**src/hdl/rv32i_execute_stage_assert.svh**
```systemverilog
// Assertion helpers for the execute stage.
// Both sample on i_clk and are off while i_rst_n is low.
`ifndef RV32I_EXECUTE_STAGE_ASSERT_SVH
`define RV32I_EXECUTE_STAGE_ASSERT_SVH

// same-cycle implication
`define RV_ASSERT_NOW(label, ante, cons, msg) \
    label: assert property (@(posedge i_clk) disable iff (!i_rst_n) (ante) |-> (cons)) \
        else $error(msg);

// next-cycle implication
`define RV_ASSERT_NEXT(label, ante, cons, msg) \
    label: assert property (@(posedge i_clk) disable iff (!i_rst_n) (ante) |=> (cons)) \
        else $error(msg);

`endif

```
**src/hdl/rv32i_ex_ram.sv**
```systemverilog
`timescale 1ns / 1ps

module rv32i_ex_ram #(
    parameter int WIDTH = 32,
    parameter int DEPTH = 32
) (
    input  logic                     i_clk,
    input  logic                     i_we,
    input  logic [$clog2(DEPTH)-1:0] i_waddr,
    input  logic [WIDTH-1:0]         i_wdata,
    input  logic                     i_re,
    input  logic [$clog2(DEPTH)-1:0] i_raddr,
    output logic [WIDTH-1:0]         o_rdata
);

    logic [WIDTH-1:0] r_mem [DEPTH];
    logic [WIDTH-1:0] r_rdata;

    always_ff @(posedge i_clk) begin
        if (i_we) begin
            r_mem[i_waddr] <= i_wdata;
        end
        if (i_re) begin
            // write-first on a same-address collision
            if (i_we && (i_waddr == i_raddr)) begin
                r_rdata <= i_wdata;
            end else begin
                r_rdata <= r_mem[i_raddr];
            end
        end
    end

    assign o_rdata = r_rdata;

endmodule

```
**config.mk**
```make
export PLATFORM = sky130hd
export DESIGN_NAME = rv32i_ex_ram
export DESIGN_NICKNAME = d
export VERILOG_FILES = /design/src/hdl/rv32i_execute_stage_assert.svh /design/src/hdl/rv32i_ex_ram.sv
export SDC_FILE = /design/constraint.sdc
export NUM_CORES = 1
export LEC_CHECK = 0
export ABC_AREA = 1
export BUFFER_PORTS_ARGS = -buffer_cell sky130_fd_sc_hd__buf_2
export CAP_MARGIN = 20
export CELL_PAD_IN_SITES_DETAIL_PLACEMENT = 0
export CELL_PAD_IN_SITES_GLOBAL_PLACEMENT = 1
export CORE_MARGIN = 3
export CORE_UTILIZATION = 40
export CTS_BUF_LIST = sky130_fd_sc_hd__clkbuf_8 sky130_fd_sc_hd__clkbuf_16
export CTS_CLUSTER_DIAMETER = 80
export DETAILED_ROUTE_END_ITERATION = 7
export PLACE_DENSITY_LB_ADDON = 0.1
export SETUP_SLACK_MARGIN = 0.3
export SLEW_MARGIN = 10
export SYNTH_ARGS = -nofsm -noshare
export SYNTH_HDL_FRONTEND = slang
export SYNTH_SLANG_ARGS = --single-unit
```
**constraint.sdc**
```tcl
create_clock -name i_clk -period 4.3 [get_ports i_clk]
set_input_delay 0.43 -clock i_clk [delete_from_list [all_inputs] [get_ports i_clk]]
set_output_delay 0.43 -clock i_clk [all_outputs]
set_load 0.03 [all_outputs]
```
==> results of run 1 <==
cell type report:
type	instances	area share [%]
sequential	1056	65.6
antenna	4	0.0207
multi-input combinational	2261	20.4
inverter	11	0.148
timing repair buffer	147	2.49
tap	1391	3.60
clock buffer	117	6.06
clock inverter	94	1.73
worst max-delay path by stage:
stage	startpoint	to	slack [ns]	cells past startpoint
final	i_waddr[1]	r_mem[8][23]	1.91	5
after global routing	i_raddr[0]	o_rdata[19]	1.81	11
after CTS	i_waddr[1]	r_mem[8][24]	1.96	5
after detailed placement	i_waddr[1]	r_mem[8][24]	1.21	5
after global placement	i_waddr[1]	r_mem[9][24]	1.23	5
after floorplan	i_waddr[1]	r_mem[0][0]	1.77	3
stage by stage:
| stage | instances | power (mW) |
|---|---|---|
| final | 5081 | 22.8 |
| after global routing | 5077 | 23.6 |
| after CTS | 5077 | 23.1 |
| after detailed placement | 4866 | 13.2 |
| after global placement | 4866 | 13.2 |
| after floorplan | 3553 | 12.6 |
cell families (layout without fill, tap and decap cells):
logic type | after synthesis | after routing | share of synthesized area (%)
compound gates | 6 | 6 | 0.0818
flops | 1056 | 1056 | 74.1
other cells | 0 | 4 | 0
buf+inv | 236 | 369 | 3.46
simple gates | 2255 | 2255 | 22.3
power breakdown:
part | leakage [nW] | total, mW | switching, mW | internal [mW]
sequential | 9.54 | 11.6 | 0.0652 | 11.5
clock | 1.91 | 9.86 | 4.02 | 5.85
combinational | 5.89 | 1.39 | 1.07 | 0.327
flip-flops by register name (all words and copies together) (netlist names):
name     count
r_mem     1024
o_rdata     32
cells in the mapped netlist, drive strengths merged:
master | number | area share [%]
edfxtp | 1056 | 74
buf | 200 | 3.1
clkbuf | 25 | 0.22
nor2 | 34 | 0.30
inv | 11 | 0.13
o21ai | 1 | 0.012
nand3 | 877 | 10
o22ai | 4 | 0.058
nand2 | 1344 | 12
a21oi | 1 | 0.012
layer usage:
layer | track usage [%] | wire (um) | vias to the layer above
met5 | 0 | 13 | -
li1 | - | - | 12615
met3 | 4.29 | 9590 | 192
met2 | 35.3 | 57800 | 945
met4 | 6.11 | 2900 | 2
met1 | 33.7 | 58300 | 13832
worst max-delay path: cells and delay by family:
kind | cells | cell delay (ns)
AND/OR/NAND/NOR | 2 | 1.52
buffers and inverters | 3 | 0.75
==> metrics.csv, run 1 <==
stage;metric;value;unit
place;port_buffers;76;
yosys;synth_nets;3598;
worst_setup_path;cp_slowest_cell;nor2_4;
place;globalplace.congestion;0.767;
worst_setup_path;path_max_fanout;17;
yosys;yosys_warnings;0;
global_routing;grt_usage;23.0;%
routing;post-route-drc-count;0;
power;ir_drop;0.000278;V
place;dp_hpwl;66.5;mm
floorplan;dieHeight;333;um
timing;tns;0;ns
finish;mostFrequentLayoutCell;nand2_1;
clock_tree;clk_latency;0.70;ns
finish;layout_common_cells;1344 x nand2_1, 1056 x edfxtp_1, 876 x nand3_1, 117 x clkbuf_16, 72 x buf_2;
clock_tree;post-cts-setup-buffer-count;0;
global_routing;grt_max_degree;165;
timing;fin_crit;2.39;ns
timing;skew;0.0213;ns
floorplan;start_util;40.5;%
floorplan;die_x;333;um
yosys;seq_area_frac_synth;74.1;%
routing;drt_wl_total;129;mm
worst_setup_path;crit_path_cell_trace;buf_2 -> inv_1 -> nand3_1 -> nor2_4 -> buf_4;
routing;drtAntennaViolNets;0;
floorplan;top_level_ports;77;
worst_hold_path;min-delay-start;i_wdata[16];
worst_setup_path;path_class;in2reg;
routing;vias_per_cell;5.43;
yosys;synth_cells;3553;
worst_hold_path;hp-class;in2reg;
finish;fin_area;48300;um2
worst_setup_path;crit_path_max_incr_delay;0.89;ns
floorplan;num_rows;119;
worst_setup_path;worstRegToRegCells;8;
place;postPlaceCellArea;44600;um2
timing;fin_ws;1.91;ns
timing;timing.fmax;0.418;GHz
worst_setup_path;r2r_start;r_mem[19][2];
finish;seqCellArea;31700;um2
power;p_leak;17.3;nW
clock_tree;clkSlewWorstSetupHoldPaths;0.06;ns
worst_setup_path;timing.rr.end;o_rdata[2];
routing;drt-pass1-iter-count;6;
run;max_cap_viol_count;0;
timing;timing.hold.ws;0.259;ns
yosys;synth_cell_types;17;
clock_tree;cts_buffers;114;
timing;final_max_slew_viol_count;0;
timing;fin_crit_sh;55.6;%
worst_setup_path;crit_path_end_kind;flip-flop;
routing;drtIter0Drc;2907;
clock_tree;cts_tree;built;
worst_setup_path;regToRegSetupSlack;2.84;ns
clock_tree;cts_resized;0;
finish;final_nets;3636;
routing;vias;27586;
timing;worst_slew_pin_slew;0.972;ns
timing;maxSlewHeadroom;35.0;%
global_routing;grt_pass1_wl;188;mm
worst_setup_path;startpoint_type;input port;
finish;area_growth;13.0;%
yosys;ys_seq_elements;1056;
worst_setup_path;arrival;2.73;ns
place;post-place-ws;1.21;ns
floorplan;die-area;111000;um2
power;power_density;472;nW/um2
global_routing;first_global_vias;27070;
worst_hold_path;worstHoldPathCells;1;
clock_tree;cts_buffer_depth;3;
clock_tree;cts-root-buf;clkbuf_16;
yosys;syn_area;42800;um2
clock_tree;ctsHoldBuffers;0;
finish;final_core_util;45.7;%
finish;nFillCells;9711;
routing;wire_per_inst;25.3;um
timing;setup_violations;0;
finish;multi_input_area;9840;um2
yosys;syn_avg_cell_area;12.0;um2
clock_tree;htreeDepth;3;
global_routing;antenna_found_initial;13;
clock_tree;clkSinkCount;1056;
timing;hold_violations;0;
worst_hold_path;min_to;r_mem[21][16];
global_routing;grt_remaining_overflow;0;
floorplan;core;106000;um2
finish;drive_above_1_share;9.58;%
worst_setup_path;worst-endpoint-required;4.64;ns
timing;rsz0062_at_grt;false;
status;run_status;finished, final reports clean;
Note: power is estimated with default switching activity, not from simulation.
==> run 2: changes to the inputs <==
==> constraint.sdc (replaced) <==
create_clock -name i_clk -period 2.2 [get_ports i_clk]
set_input_delay 0.22 -clock i_clk [delete_from_list [all_inputs] [get_ports i_clk]]
set_output_delay 0.22 -clock i_clk [all_outputs]
set_load 0.03 [all_outputs]
==> run 2 against run 1 <==
Wire length up 3.9%. Core utilization up 1.1 points. Largest power group unchanged. Via count up 2.2%. Clock power up 91%. Die area unchanged. Critical endpoint is now o_rdata[14]. Critical path depth down 4. Cell area up 2.4%. Critical path type is now reg2out. Combinational power up 110%.
==> metrics.csv, run 2 (synthesis results as in run 1) <==
stage;metric;value;unit
power;power_density;895;nW/um2
worst_setup_path;crit_path_end_kind;output port;
worst_setup_path;path_max_fanout;1;
place;dp_hpwl;69.5;mm
place;post-place-ws;0.217;ns
run;max_cap_viol_count;0;
timing;final_max_slew_viol_count;0;
worst_setup_path;crit_path_cell_trace;buf_2;
finish;final_nets;3708;
routing;drt-pass1-iter-count;6;
timing;timing.fmax;0.557;GHz
timing;rsz0062_at_grt;false;
worst_setup_path;regToRegSetupSlack;0.67;ns
floorplan;top_level_ports;77;
routing;vias_per_cell;5.47;
clock_tree;cts_resized;0;
worst_setup_path;cp_slowest_cell;edfxtp_1;
place;globalplace.congestion;0.786;
floorplan;die_x;333;um
timing;maxSlewHeadroom;51.1;%
worst_setup_path;worstRegToRegCells;8;
finish;regMostFlops;r_mem;
worst_setup_path;r2r_start;r_mem[1][4];
clock_tree;htreeDepth;3;
timing;timing.hold.ws;0.0380;ns
power;swShare;22.6;%
floorplan;core;106000;um2
clock_tree;post-cts-setup-buffer-count;0;
finish;drive_above_1_share;11.1;%
power;p_leak;17.9;nW
routing;vias;28189;
place;place_inst;4936;
worst_setup_path;worst-endpoint-required;1.98;ns
floorplan;die-area;111000;um2
clock_tree;cts_buffers;113;
power;seqPwrFrac;50.9;%
global_routing;first_global_vias;27438;
power;combPwrFrac;6.6;%
routing;drt_wl_total;134;mm
floorplan;dieHeight;333;um
clock_tree;cts_tree;built;
worst_setup_path;crit_path_max_incr_delay;0.60;ns
timing;setup_violations;0;
power;finalPower;44.3;mW
worst_setup_path;cp.depth;1;
power;ir_drop;0.000655;V
worst_hold_path;min_to;r_mem[8][20];
worst_hold_path;min-delay-start;i_wdata[20];
timing;fin_crit_sh;81.6;%
worst_hold_path;hp-class;in2reg;
routing;post-route-drc-count;0;
global_routing;grt_pass1_wl;194;mm
status;run_status;finished, final reports clean;
global_routing;grt_max_degree;120;
clock_tree;clkSlewWorstSetupHoldPaths;0.06;ns
worst_setup_path;crit_family;flip-flops;
routing;drtAntennaViolNets;0;
timing;fin_crit;1.80;ns
clock_tree;clk_latency;0.70;ns
worst_setup_path;arrival;1.58;ns
power;pwr-share-clk;42.5;%
finish;largest_reg_flops;1024;
timing;fin_ws;0.405;ns
finish;mostFrequentLayoutCell;nand2_1;
timing;skew;0.0306;ns
clock_tree;cts_buffer_depth;3;
routing;wire_per_inst;25.9;um
floorplan;num_rows;119;
global_routing;grt_remaining_overflow;0;
global_routing;antenna_found_initial;3;
place;postPlaceCellArea;45800;um2
finish;fin_cells;5153;
worst_setup_path;crit_buf_inv;1;
timing;worst_slew_pin_slew;0.733;ns
worst_setup_path;timing.rr.end;o_rdata[4];
worst_setup_path;path_class;reg2out;
clock_tree;cts-root-buf;clkbuf_16;
worst_hold_path;worstHoldPathCells;1;
routing;drtIter0Drc;2493;
timing;hold_violations;0;
clock_tree;clkSinkCount;1056;
timing;tns;0;ns
place;port_buffers;76;
power;p_switching;10.0;mW
finish;fin_area;49500;um2
finish;final_core_util;46.8;%
global_routing;grt_usage;23.9;%
power;p_int;34.3;mW
worst_setup_path;startpoint_type;flip-flop;
floorplan;start_util;40.5;%
finish;area_growth;15.7;%
finish;layout_common_cells;1344 x nand2_1, 1056 x edfxtp_1, 876 x nand3_1, 118 x clkbuf_16, 77 x buf_12;
-- run 2: cell count changes in the layout (fill, tap and decap cells not counted), sizes merged --
| cell | delta |
|---|---|
| buf | +70 |
| bufinv | -4 |
| clkbuf | +1 |
| clkinv | -4 |
| clkinvlp | +2 |
| diode | -2 |
| dlygate4sd3 | +3 |
| inv | +6 |
-- run 2: power by group through the flow --
stage	combinational, mW	clock, mW	sequential, mW
2_1_floorplan	1.53	0	23.1
4_1_cts	2.94	19.2	22.6
5_1_grt	3.19	20.0	22.6
6_report	2.90	18.8	22.6
3_3_place_gp	2.90	0	23.0
3_5_place_dp	2.92	0	23.0
-- run 2: metal layers --
metal | track usage [%] | vias up | routed length [um]
li1 | - | 12762 | -
met1 | 34.3 | 14311 | 60200
met2 | 38.6 | 915 | 63200
met3 | 2.79 | 201 | 6810
met4 | 6.51 | 0 | 3370
met5 | 0 | - | 0
-- run 2: how the worst max path moves through the flow --
stage / start / slack (ns) / to
after CTS: o_rdata[14] / 0.35 / o_rdata[14]
after floorplan: i_waddr[1] / -0.12 / r_mem[0][0]
final: o_rdata[14] / 0.40 / o_rdata[14]
after global routing: o_rdata[14] / 0.38 / o_rdata[14]
after global placement: i_raddr[0] / 0.22 / o_rdata[27]
after detailed placement: i_raddr[0] / 0.22 / o_rdata[27]
-- run 2: final cells by class --
class,count,area [um2]
timing repair buffer,220,2460
clock buffer,118,2950
clock inverter,94,739
tap,1391,1740
fill,9618,56200
antenna,2,5.00
sequential,1056,31700
inverter,11,71.3
multi-input combinational,2261,9840
-- run 2: what timing repair did --
action	CTS	global route
endpoints found under the setup margin	0	0
hold buffers	3	0
hold endpoints to repair	34	0
